File: config.mk
export PLATFORM = sky130hd
export DESIGN_NAME = vad_utterance_gate
export DESIGN_NICKNAME = d
export VERILOG_FILES = /design/src/rtl/core/vug_pkg.sv /design/src/rtl/core/vug_tag_cell.sv /design/src/rtl/core/vug_ctrl.sv /design/src/rtl/core/vug_utterance_gate_top_placeholder.sv /design/src/rtl/core/vad_utterance_gate.sv
export SDC_FILE = /design/constraint.sdc
export NUM_CORES = 1
export LEC_CHECK = 0
export BUFFER_PORTS_ARGS = -buffer_cell sky130_fd_sc_hd__buf_2
export CAP_MARGIN = 40
export CELL_PAD_IN_SITES_DETAIL_PLACEMENT = 0
export CELL_PAD_IN_SITES_GLOBAL_PLACEMENT = 1
export CORE_ASPECT_RATIO = 1.2
export CORE_MARGIN = 3
export CORE_UTILIZATION = 40
export DETAILED_ROUTE_END_ITERATION = 16
export GPL_TIMING_DRIVEN = 0
export PLACE_DENSITY_LB_ADDON = 0.1
export SLEW_MARGIN = 15
export SYNTH_ARGS = -nofsm -noshare
export SYNTH_HDL_FRONTEND = slang
export SYNTH_SLANG_ARGS = --single-unit
File: constraint.sdc
create_clock -name clk -period 62.5 [get_ports clk]
set_clock_uncertainty 0.05 [all_clocks]
set_input_delay 9.375 -clock clk [delete_from_list [all_inputs] [get_ports clk]]
set_output_delay 9.375 -clock clk [all_outputs]
set_load 0.01 [all_outputs]
File: src/rtl/core/vug_pkg.sv
`timescale 1ns / 1ps
`default_nettype none

package vug_pkg;

  localparam int HIST_DEPTH = 32;
  localparam int HIST_AW    = $clog2(HIST_DEPTH);
  localparam int CNT_W      = $clog2(HIST_DEPTH + 1);
  localparam int TAG_W      = 16;
  localparam int CFG_W      = 6;

  localparam logic [CFG_W-1:0] HANG_RESET = CFG_W'(8);

  typedef enum logic [1:0] {
    OP_START  = 2'd0,
    OP_DATA   = 2'd1,
    OP_FINISH = 2'd2
  } cmd_t;

  typedef struct packed {
    logic             voice_active;
    logic [TAG_W-1:0] frame_tag;
  } vug_in_t;

  typedef struct packed {
    cmd_t             command;
    logic             final_frame;
    logic [TAG_W-1:0] out_tag;
    logic             last;
  } vug_out_t;

  typedef struct packed {
    logic             advance;
    logic             rotate;
    logic [TAG_W-1:0] head_tag;
  } chain_ctl_t;

endpackage

`default_nettype wire

File: src/rtl/core/vug_tag_cell.sv
`timescale 1ns / 1ps
`default_nettype none

module vug_tag_cell
  import vug_pkg::*;
(
  input  wire logic             clk,
  input  wire logic             en,
  input  wire logic [TAG_W-1:0] d,
  output logic      [TAG_W-1:0] q
);

  logic [TAG_W-1:0] tag_r;

  always_ff @(posedge clk) begin
    if (en) begin
      tag_r <= d;
    end
  end

  assign q = tag_r;

endmodule

`default_nettype wire

File: src/rtl/core/vug_ctrl.sv
`timescale 1ns / 1ps
`default_nettype none

module vug_ctrl
  import vug_pkg::*;
(
  input  wire logic             clk,
  input  wire logic             rst_n,
  input  wire logic             in_valid,
  output logic                  in_stall,
  input  wire vug_in_t          in_data,
  output logic                  out_valid,
  input  wire logic             out_stall,
  output vug_out_t              out_data,
  input  wire logic             cfg_wr_en,
  input  wire logic [CFG_W-1:0] cfg_wr_data,
  input  wire logic [TAG_W-1:0] tail_tag,
  output chain_ctl_t            chain_ctl
);

  typedef enum logic [2:0] {
    S_IDLE,
    S_START,
    S_ROT,
    S_DATA,
    S_FIN
  } state_t;

  state_t             state_r, state_nxt;
  logic               prev_voice_r, prev_voice_nxt;
  logic               in_utt_r, in_utt_nxt;
  logic [CNT_W-1:0]   sc_r, sc_nxt;
  logic [CFG_W-1:0]   hang_r, hang_nxt;
  logic [TAG_W-1:0]   tag_r, tag_nxt;
  logic [CNT_W-1:0]   cnt_r, cnt_nxt;
  logic               fin_r, fin_nxt;
  logic [HIST_AW-1:0] rot_idx_r, rot_idx_nxt;
  logic               out_valid_r, out_valid_nxt;
  vug_out_t           out_data_r, out_data_nxt;

  logic             accept;
  logic             out_free;
  logic [CNT_W-1:0] thr;
  logic [CNT_W-1:0] sc_inc;
  logic [CNT_W:0]   rot_sum;
  logic             rot_emit;

  assign accept   = in_valid && (state_r == S_IDLE);
  assign out_free = !out_valid_r || !out_stall;
  assign in_stall = (state_r != S_IDLE);

  always_comb begin
    thr = CNT_W'(hang_r);
    if (thr == '0) begin
      thr = CNT_W'(1);
    end
    if (thr > CNT_W'(HIST_DEPTH)) begin
      thr = CNT_W'(HIST_DEPTH);
    end
    sc_inc   = (sc_r < thr) ? sc_r + CNT_W'(1) : sc_r;
    rot_sum  = (CNT_W+1)'(rot_idx_r) + (CNT_W+1)'(cnt_r);
    rot_emit = (rot_sum >= (CNT_W+1)'(HIST_DEPTH));
  end

  always_comb begin
    state_nxt      = state_r;
    prev_voice_nxt = prev_voice_r;
    in_utt_nxt     = in_utt_r;
    sc_nxt         = sc_r;
    hang_nxt       = cfg_wr_en ? cfg_wr_data : hang_r;
    tag_nxt        = tag_r;
    cnt_nxt        = cnt_r;
    fin_nxt        = fin_r;
    rot_idx_nxt    = rot_idx_r;
    out_valid_nxt  = out_valid_r && out_stall;
    out_data_nxt   = out_data_r;
    chain_ctl      = '{advance: 1'b0, rotate: 1'b0, head_tag: tag_r};

    case (state_r)
      S_IDLE: begin
        if (accept) begin
          tag_nxt     = in_data.frame_tag;
          fin_nxt     = 1'b0;
          cnt_nxt     = '0;
          rot_idx_nxt = '0;
          state_nxt   = S_DATA;
          if (!prev_voice_r && !in_data.voice_active) begin
            sc_nxt = sc_inc;
            if (in_utt_r) begin
              if (sc_inc >= thr) begin
                fin_nxt    = 1'b1;
                in_utt_nxt = 1'b0;
              end
            end else begin
              state_nxt = S_IDLE;
            end
          end else if (!prev_voice_r) begin
            if (!in_utt_r) begin
              in_utt_nxt = 1'b1;
              cnt_nxt    = (sc_r < thr) ? sc_r : thr;
              state_nxt  = S_START;
            end else if (sc_r >= thr) begin
              state_nxt = S_IDLE;
            end
            sc_nxt         = '0;
            prev_voice_nxt = 1'b1;
          end else if (!in_data.voice_active) begin
            sc_nxt         = CNT_W'(1);
            prev_voice_nxt = 1'b0;
          end else begin
            sc_nxt = '0;
          end
          if (state_nxt == S_IDLE) begin
            chain_ctl = '{advance: 1'b1, rotate: 1'b0, head_tag: in_data.frame_tag};
          end
        end
      end
      S_START: begin
        if (out_free) begin
          out_valid_nxt = 1'b1;
          out_data_nxt  = '{command: OP_START, final_frame: 1'b0, out_tag: '0, last: 1'b0};
          state_nxt     = S_ROT;
        end
      end
      S_ROT: begin
        if (!rot_emit || out_free) begin
          chain_ctl   = '{advance: 1'b1, rotate: 1'b1, head_tag: tag_r};
          rot_idx_nxt = rot_idx_r + HIST_AW'(1);
          if (rot_emit) begin
            out_valid_nxt = 1'b1;
            out_data_nxt  = '{command: OP_DATA, final_frame: 1'b0, out_tag: tail_tag,
                              last: 1'b0};
          end
          if (rot_idx_r == HIST_AW'(HIST_DEPTH - 1)) begin
            state_nxt = S_DATA;
          end
        end
      end
      S_DATA: begin
        if (out_free) begin
          chain_ctl     = '{advance: 1'b1, rotate: 1'b0, head_tag: tag_r};
          out_valid_nxt = 1'b1;
          out_data_nxt  = '{command: OP_DATA, final_frame: fin_r, out_tag: tag_r,
                            last: !fin_r};
          state_nxt     = fin_r ? S_FIN : S_IDLE;
        end
      end
      S_FIN: begin
        if (out_free) begin
          out_valid_nxt = 1'b1;
          out_data_nxt  = '{command: OP_FINISH, final_frame: 1'b0, out_tag: '0, last: 1'b1};
          state_nxt     = S_IDLE;
        end
      end
      default: begin
        state_nxt = S_IDLE;
      end
    endcase
  end

  always_ff @(posedge clk) begin
    if (!rst_n) begin
      state_r      <= S_IDLE;
      prev_voice_r <= 1'b0;
      in_utt_r     <= 1'b0;
      sc_r         <= '0;
      hang_r       <= HANG_RESET;
      out_valid_r  <= 1'b0;
    end else begin
      state_r      <= state_nxt;
      prev_voice_r <= prev_voice_nxt;
      in_utt_r     <= in_utt_nxt;
      sc_r         <= sc_nxt;
      hang_r       <= hang_nxt;
      out_valid_r  <= out_valid_nxt;
    end
    tag_r      <= tag_nxt;
    cnt_r      <= cnt_nxt;
    fin_r      <= fin_nxt;
    rot_idx_r  <= rot_idx_nxt;
    out_data_r <= out_data_nxt;
  end

  assign out_valid = out_valid_r;
  assign out_data  = out_data_r;

`ifndef SYNTHESIS
  a_idle_no_voice: assert property (@(posedge clk) disable iff (!rst_n)
    !in_utt_r |-> !prev_voice_r)
    else $error("voice flag set outside an utterance");

  a_voice_clears_silence: assert property (@(posedge clk) disable iff (!rst_n)
    prev_voice_r |-> (sc_r == '0))
    else $error("silence count not cleared during voice");

  a_silence_bound: assert property (@(posedge clk) disable iff (!rst_n)
    sc_r <= CNT_W'(HIST_DEPTH))
    else $error("silence count beyond history depth");

  a_rot_hold: assert property (@(posedge clk) disable iff (!rst_n)
    (state_r == S_ROT && rot_emit && out_valid_r && out_stall) |=> $stable(rot_idx_r))
    else $error("history rotated while a replayed transaction was blocked");

  a_final_shape: assert property (@(posedge clk) disable iff (!rst_n)
    (out_valid_r && out_data_r.final_frame) |->
      (out_data_r.command == OP_DATA && !out_data_r.last))
    else $error("final flag on a transaction that is not a closing data frame");
`endif

endmodule

`default_nettype wire

File: src/rtl/core/vug_utterance_gate_top_placeholder.sv
`timescale 1ns / 1ps
`default_nettype none

module vug_tag_row
  import vug_pkg::*;
(
  input  wire logic             clk,
  input  wire chain_ctl_t       chain_ctl,
  output logic      [TAG_W-1:0] tail_tag
);

  logic [TAG_W-1:0] cell_d [HIST_DEPTH];
  logic [TAG_W-1:0] cell_q [HIST_DEPTH];

  always_comb begin
    cell_d[0] = chain_ctl.rotate ? cell_q[HIST_DEPTH-1] : chain_ctl.head_tag;
    for (int i = 1; i < HIST_DEPTH; i++) begin
      cell_d[i] = cell_q[i-1];
    end
  end

  for (genvar g = 0; g < HIST_DEPTH; g++) begin : g_cell
    vug_tag_cell u_cell (
      .clk (clk),
      .en  (chain_ctl.advance),
      .d   (cell_d[g]),
      .q   (cell_q[g])
    );
  end

  assign tail_tag = cell_q[HIST_DEPTH-1];

endmodule

`default_nettype wire

File: src/rtl/core/vad_utterance_gate.sv
// Channel   Direction  Handshake              Payload
// in_       input      in_valid / in_stall    vug_in_t  (voice_active, frame_tag)
// out_      output     out_valid / out_stall  vug_out_t (command, final_frame, out_tag, last)
// cfg_      input      cfg_wr_en              cfg_wr_data (hangover_frames)
//
// One input transaction is taken at a time. A frame that starts an utterance passes
// through the start, 32 rotation steps of the tag history chain and the current frame
// before the next is taken; a frame with no result goes straight back to idle, a data
// frame passes through the data state and a closing data frame also through finish.
// The 32-cell history chain turns once round at the onset of an utterance.
// Reset is synchronous and active low; the history cells are not cleared.
// A stalled result register holds the sequencer; input is stalled until it is idle.
`timescale 1ns / 1ps
`default_nettype none

module vad_utterance_gate
  import vug_pkg::*;
(
  input  wire logic             clk,
  input  wire logic             rst_n,
  input  wire logic             in_valid,
  output logic                  in_stall,
  input  wire vug_in_t          in_data,
  output logic                  out_valid,
  input  wire logic             out_stall,
  output vug_out_t              out_data,
  input  wire logic             cfg_wr_en,
  input  wire logic [CFG_W-1:0] cfg_wr_data
);

  chain_ctl_t       chain_ctl;
  logic [TAG_W-1:0] tail_tag;

  vug_ctrl u_ctrl (
    .clk         (clk),
    .rst_n       (rst_n),
    .in_valid    (in_valid),
    .in_stall    (in_stall),
    .in_data     (in_data),
    .out_valid   (out_valid),
    .out_stall   (out_stall),
    .out_data    (out_data),
    .cfg_wr_en   (cfg_wr_en),
    .cfg_wr_data (cfg_wr_data),
    .tail_tag    (tail_tag),
    .chain_ctl   (chain_ctl)
  );

  vug_tag_row u_row (
    .clk       (clk),
    .chain_ctl (chain_ctl),
    .tail_tag  (tail_tag)
  );

endmodule

`default_nettype wire
==> results of run 1 <==
## worst register-to-register path, cell delays in order, from the launching register on
cell and delay [ns]:
edfxtp_1 0.44, ha_1 0.24, inv_1 0.07, fa_1 0.17
nand4b_1 0.10, or3_1 0.34, a221oi_2 0.43, a21oi_1 0.19
o22ai_4 0.46, buf_16 0.23, buf_12 0.21, buf_16 0.19
buf_16 0.19, buf_16 0.19, buf_16 0.19, buf_16 0.19
buf_16 0.20
## worst max path at each step
stage          slack (ns)                             to
2_1_floorplan       26.55    u_row.g_cell[0].u_cell.q[0]
3_3_place_gp        17.95   u_row.g_cell[7].u_cell.q[13]
3_5_place_dp        49.17  u_row.g_cell[12].u_cell.q[13]
4_1_cts             49.83  u_row.g_cell[12].u_cell.q[13]
5_1_grt             49.63    u_row.g_cell[7].u_cell.q[0]
6_report            49.89  u_row.g_cell[12].u_cell.q[13]
## power groups by stage
| stage | Sequential [mW] | Combinational [mW] | Clock, mW |
|---|---|---|---|
| floorplan | 0.926 | 0.107 | 0 |
| global placement | 1.01 | 0.162 | 0 |
| detailed placement | 0.751 | 0.234 | 0 |
| CTS | 0.749 | 0.234 | 0.357 |
| global route | 0.763 | 0.251 | 0.374 |
| finish | 0.746 | 0.226 | 0.343 |
## through the flow
step | utilization | cell area, um^2
after floorplan | - | 19100
after CTS | 0.482 | 22600
after detailed placement | 0.441 | 20800
final | 0.482 | 22600
after global placement | 0.427 | 20100
after global routing | 0.482 | 22600
## synth_stat cells (all sizes together), types with 4 or more instances
| cell type | n | area, um^2 |
|---|---|---|
| xnor2 | 6 | 52.6 |
| dfxtp | 18 | 360 |
| ha | 20 | 250 |
| a21oi | 38 | 194 |
| nand4 | 5 | 46.3 |
| edfxtp | 560 | 16800 |
| mux2i | 40 | 400 |
| and3 | 5 | 31.3 |
| a21o | 4 | 30.0 |
| nand3 | 6 | 30.0 |
| buf | 4 | 31.3 |
| clkbuf | 10 | 37.5 |
| nor2 | 57 | 230 |
| inv | 13 | 48.8 |
| o21ai | 10 | 50.0 |
| a31oi | 4 | 25.0 |
| nand2 | 22 | 82.6 |
| nand2b | 4 | 32.5 |
## area by class of cell
class | instances | area [um^2]
buffer | 14 | 68.8
clock buffer | 70 | 1500
clock inverter | 36 | 395
fill | 3944 | 24400
inverter | 16 | 62.6
multi-input combinational | 257 | 1760
sequential | 578 | 17200
tap | 623 | 779
timing repair buffer | 74 | 908
## per-layer routing
layer	vias to the layer above	GRT usage
met5	-	0
met4	4	0.0386
met3	58	0.0341
met2	119	0.162
met1	3949	0.183
li1	3678	-
## layout by cell type (no fill, tap or decap), types with 3 or more instances in the layout
| cell type | synthesis | layout |
|---|---|---|
| nand4_1 | 4 | 4 |
| buf_2 | 0 | 47 |
| a31oi_1 | 4 | 4 |
| buf_1 | 3 | 3 |
| o21ai_1 | 5 | 5 |
| ha_1 | 20 | 20 |
| a21o_1 | 4 | 4 |
| clkinv_1 | 1 | 15 |
| bufinv_16 | 0 | 8 |
| nand2b_1 | 3 | 3 |
| nand2_1 | 22 | 22 |
| dfxtp_1 | 18 | 18 |
| buf_16 | 0 | 21 |
| xnor2_1 | 6 | 6 |
| edfxtp_1 | 560 | 560 |
| o211ai_1 | 3 | 3 |
| clkbuf_1 | 10 | 22 |
| o21ai_0 | 5 | 5 |
| inv_1 | 12 | 12 |
| and3_1 | 5 | 5 |
| nand3_1 | 6 | 6 |
| clkbuf_16 | 0 | 58 |
| or4_1 | 3 | 3 |
| clkinvlp_4 | 0 | 4 |
| nor3_1 | 3 | 3 |
| clkinv_2 | 2 | 10 |
| nor2_1 | 56 | 56 |
| buf_8 | 0 | 5 |
| a21oi_1 | 37 | 37 |
| mux2i_1 | 40 | 40 |
## logic make-up after synthesis
| family | after synthesis |
|---|---|
| buffers and inverters | 30 |
| muxes | 41 |
| and+or+nand+nor | 118 |
| adders and majority gates | 21 |
| DFF | 578 |
| xor gates and xnor gates | 7 |
| AOI/OAI and AO/OA | 70 |
## flip-flops by register name, indices dropped and copies added (netlist names)
register / cells
u_ctrl.out_valid: 1
u_ctrl.tag_r: 16
u_row.g_cell.u_cell.q: 512
u_ctrl.cnt_r: 6
u_ctrl.hang_r: 6
u_ctrl.state_r: 3
u_ctrl.in_utt_r: 1
u_ctrl.rot_idx_r: 5
u_ctrl.prev_voice_r: 1
u_ctrl.fin_r: 1
u_ctrl.out_data: 20
u_ctrl.sc_r: 6
==> flow_summary.yaml, run 1 <==
synth:
  synth_seq_cells: 578
  synthMuxAreaShare: 0.0216
  synth_cells: 865
  synthesis.area_mm2: 0.0191
  synth_cell_types: 51
  synth_xor_area_frac: 0.00322
  seq_area_frac_synth: 0.901
  syn_nets: 914
  synth_edf_count: 560
  avgSynthCellArea_um2: 22.0
  ys.flop_type: "edfxtp_1"
  synth-compound-area-share: 0.0221
  ys_async_sr_fraction: 0
  ys_warn_count: 0
  synth_top_family_by_area: "simple AND/OR/NAND/NOR gates"
  synthAdderAreaFrac: 0.0142
  yosys.area_share.simple: 0.0306
placed_design:
  place_inst: 1562
  port_buffers: 47
  detailed_place_hpwl_um: 17200
  gp_congestion: 0.749
  dp_slack_ns: 49.17
power_and_ir_drop:
  ir_drop_mv: 0.0267
  cellLeakagePower_nw: 7.63
  p_per_area_mw_per_mm2: 58.1
  p_comb_frac: 0.172
  p_sw_mw: 0.337
  pwr-share-clk: 0.261
  swShare: 0.256
  power.internal_mw: 0.978
  p_seq_frac: 0.567
  power.total_mw: 1.32
worst_setup_path:
  cpMostUsedCell: "buf_16"
  worstPathMaxFanout: 28
  max_stage_delay_ns: 0.48
  cp.arrival_ns: 12.86
  crit_start: "in_valid"
  end_kind: "register"
  regToRegSetupSlack_ns: 58.15
  critPathRequiredTime_ns: 62.74
  crit_buf_inv: 10
  crit_slowest_cell: "clkinv_2"
  critPathLaunchType: "primary input"
  cp_num_cells: 14
  worst_path_dominant_cell_family: "buffers and inverters"
  r2r_start: "u_ctrl.rot_idx_r[0]"
  r2r_end: "u_row.g_cell[12].u_cell.q[13]"
  rr_worst_depth: 16
  crit_type: "in2reg"
  path_cells: "buf_2 -> nand4_4 -> clkinv_2 -> nand2b_4 -> or3_4 -> o22ai_4 -> buf_16 -> buf_12 -> buf_16 -> buf_16 -> buf_16 -> buf_16 -> buf_16 -> buf_16"
finish:
  drive_gt1_frac: 0.159
  diodes: 0
  syn2layout_area_growth_pct: 18.9
  final_nets: 1046
  fin_cells: 1668
route:
  wire_per_inst_um: 17.6
  dr_total_vias: 7808
  drtPass1Iterations: 4
  drt_wl_total_um: 29400
  wl_met1_um: 14800
  top_layer: "met5"
  ant_nets: 0
  viasPerCell: 4.68
  route.met3.wl_um: 1470
  wl_met2_um: 12300
  drt_iter0_markers: 516
  route.detailed.drc: 0
global_routing:
  grt_pass1_wl_um: 46000
  overflow: 0
  grt_start_max_net_pins: 29
  first_global_vias: 7716
  antenna_found_initial: 3
  grt.total_usage: 0.119
min_path:
  hold_path_startpoint: "u_row.g_cell[22].u_cell.q[11]"
  hold_end: "u_row.g_cell[23].u_cell.q[11]"
  holdPathStages: 0
  hp-class: "reg2reg"
timing:
  tightest_slew_ns: 0.842
  finalCritPeriodShare: 0.202
  hold_slack_ns: 0.360
  setup_ws_ns: 49.89
  final-max-slew-violation-count: 0
  rsz0062_at_grt: "false"
  setup_tns_ns: 0
  maxSlewHeadroom: 0.439
  timing.fmax_mhz: 79.3
  min_period_ns: 12.61
  finalHoldViolCount: 0
  setup_violations: 0
clock_tree:
  post_cts_buffers: 0
  cts.clk_slew.worst_paths_ns: 0.06
  clock_latency_ns: 0.59
  ctsResizeCount: 0
  clkSinkCount: 578
  tritoncts: "done"
  hold_buffers: 0
  ctsRootBufferMaster: "clkbuf_16"
  cts_buffer_depth: 3
  cts_made_buffers: 56
  cts_max_level: 2
floorplanning:
  core_area_mm2: 0.0470
  die_y_um: 245
  fp.dieW_um: 205
  initial_core_util: 0.405
  pin_count: 50
  fp.dieArea_mm2: 0.0503
  num_rows: 87
flow_run:
  max_cap_viol_count: 0
outcome:
  status: "complete, no violations"
(Power assumes the default switching activity.)
==> inputs of run 2 (changes only) <==
- clock period: 62.5 -> 11.3 ns (I/O delays scaled with it)
==> run 2 against run 1 <==
Clock power grew to 5.7 times the previous value. Flip-flop and latch count unchanged. Worst hold slack improved by 0.0029 ns. Non-clock buffer count shrank 2. First-iteration DRC count down 7.2%. Sequential share of layout area fell by 0.30 points. Setup slack got worse by 43 ns. Final cell count hardly changed. Via count hardly changed. Die area did not move. Global-route usage up 0.065 points. Register-to-register slack got worse by 51 ns. Critical endpoint is now u_row.g_cell[18].u_cell.q[0]. Largest cell class unchanged. Highest routed layer is now met4.
==> flow_summary.yaml, run 2 (same netlist as run 1, synthesis figures left out) <==
floorplanning:
  die_y_um: 245
  fp.dieArea_mm2: 0.0503
  initial_core_util: 0.405
  fp.dieW_um: 205
  core_area_mm2: 0.0470
  pin_count: 50
  num_rows: 87
timing:
  timing.fmax_mhz: 211
  min_period_ns: 4.73
  tightest_slew_ns: 0.780
  maxSlewHeadroom: 0.479
  final-max-slew-violation-count: 0
  setup_ws_ns: 6.57
  setup_violations: 0
  finalCritPeriodShare: 0.419
  setup_tns_ns: 0
  finalHoldViolCount: 0
  rsz0062_at_grt: "false"
clock_tree:
  tritoncts: "done"
  ctsRootBufferMaster: "clkbuf_16"
  ctsResizeCount: 0
  post_cts_buffers: 0
  hold_buffers: 0
  clkSinkCount: 578
  cts.clk_slew.worst_paths_ns: 0.06
  cts_max_level: 2
  clock_latency_ns: 0.60
  cts_buffer_depth: 3
  cts_made_buffers: 57
worst_setup_path:
  cp.arrival_ns: 4.98
  path_cells: "buf_2 -> nand4_4 -> clkinv_2 -> nand2b_4 -> or3_4 -> o22ai_4 -> buf_16 -> buf_16 -> buf_16 -> buf_16 -> buf_16 -> buf_16 -> buf_16"
  worst_path_dominant_cell_family: "buffers and inverters"
  cpMostUsedCell: "buf_16"
  worstPathMaxFanout: 28
  crit_type: "in2reg"
  max_stage_delay_ns: 0.49
  end_kind: "register"
  critPathRequiredTime_ns: 11.55
  crit_buf_inv: 9
  crit_slowest_cell: "clkinv_2"
  critPathLaunchType: "primary input"
finish:
  final_nets: 1045
  seqCellArea_mm2: 0.0172
  syn2layout_area_growth_pct: 19.3
  multi_input_area_mm2: 0.00176
  layout_commonest_cell: "edfxtp_1"
  final_cell_mix: "edfxtp_1, clkbuf_16, nor2_1"
  drive_gt1_frac: 0.163
  nFillCells: 3899
  final_cell_area_mm2: 0.0227
  largest_reg_flops: 512
route:
  drt_iter0_markers: 479
  drt_wl_total_um: 29500
  viasPerCell: 4.69
  ant_nets: 0
  dr_total_vias: 7814
  route.detailed.drc: 0
  wire_per_inst_um: 17.7
  drtPass1Iterations: 4
global_routing:
  overflow: 0
  grt.total_usage: 0.119
  grt_start_max_net_pins: 29
  first_global_vias: 7746
  antenna_found_initial: 2
  grt_pass1_wl_um: 46100
placed_design:
  dp_slack_ns: 5.85
  post_dp_cell_area_mm2: 0.0208
  port_buffers: 47
  gp_congestion: 0.750
  detailed_place_hpwl_um: 16900
power_and_ir_drop:
  ir_drop_mv: 0.143
  p_per_area_mw_per_mm2: 324
  cellLeakagePower_nw: 7.68
  power.total_mw: 7.36
min_path:
  hp-class: "reg2reg"
flow_run:
  max_cap_viol_count: 0
outcome:
  status: "complete, no violations"
## run 2: path summary, 6_finish.rpt
path                            cells after the start  slack (ns)                          from                           end
worst max-delay path                               13        6.57                      in_valid  u_row.g_cell[18].u_cell.q[0]
worst min-delay path                                0        0.36  u_row.g_cell[14].u_cell.q[4]  u_row.g_cell[15].u_cell.q[4]
worst max register to register                     15        7.19           u_ctrl.rot_idx_r[0]  u_row.g_cell[18].u_cell.q[0]
worst min register to register                      0        0.36  u_row.g_cell[14].u_cell.q[4]  u_row.g_cell[15].u_cell.q[4]
## run 2: where the power goes
part | internal, mW | switching [mW]
Clock | 1.19 | 0.785
Sequential | 3.83 | 0.298
Combinational | 0.461 | 0.796
## run 2: layout make-up
class / instances / share of cell area
buffer: 14 / 0.00303
sequential: 578 / 0.755
clock inverter: 43 / 0.0222
multi-input combinational: 257 / 0.0775
timing repair buffer: 72 / 0.0401
inverter: 16 / 0.00275
antenna: 1 / 0.000110
clock buffer: 63 / 0.0647
tap: 623 / 0.0343
## run 2: per-layer routing
| metal | wire length (um) | GRT usage | up-vias |
|---|---|---|---|
| li1 | - | - | 3666 |
| met1 | 14900 | 0.185 | 3976 |
| met2 | 12400 | 0.163 | 116 |
| met3 | 1320 | 0.0317 | 56 |
| met4 | 814 | 0.0418 | 0 |
| met5 | 0 | 0 | - |
## run 2: through the flow
| stage | std cells | hold slack, ns | util |
|---|---|---|---|
| global placement | 1535 | 0.351 | 0.427 |
| global route | 1666 | 0.366 | 0.483 |
| detailed placement | 1560 | 0.355 | 0.441 |
| CTS | 1666 | 0.364 | 0.483 |
| finish | 1667 | 0.363 | 0.484 |
| floorplan | 865 | 0.350 | - |
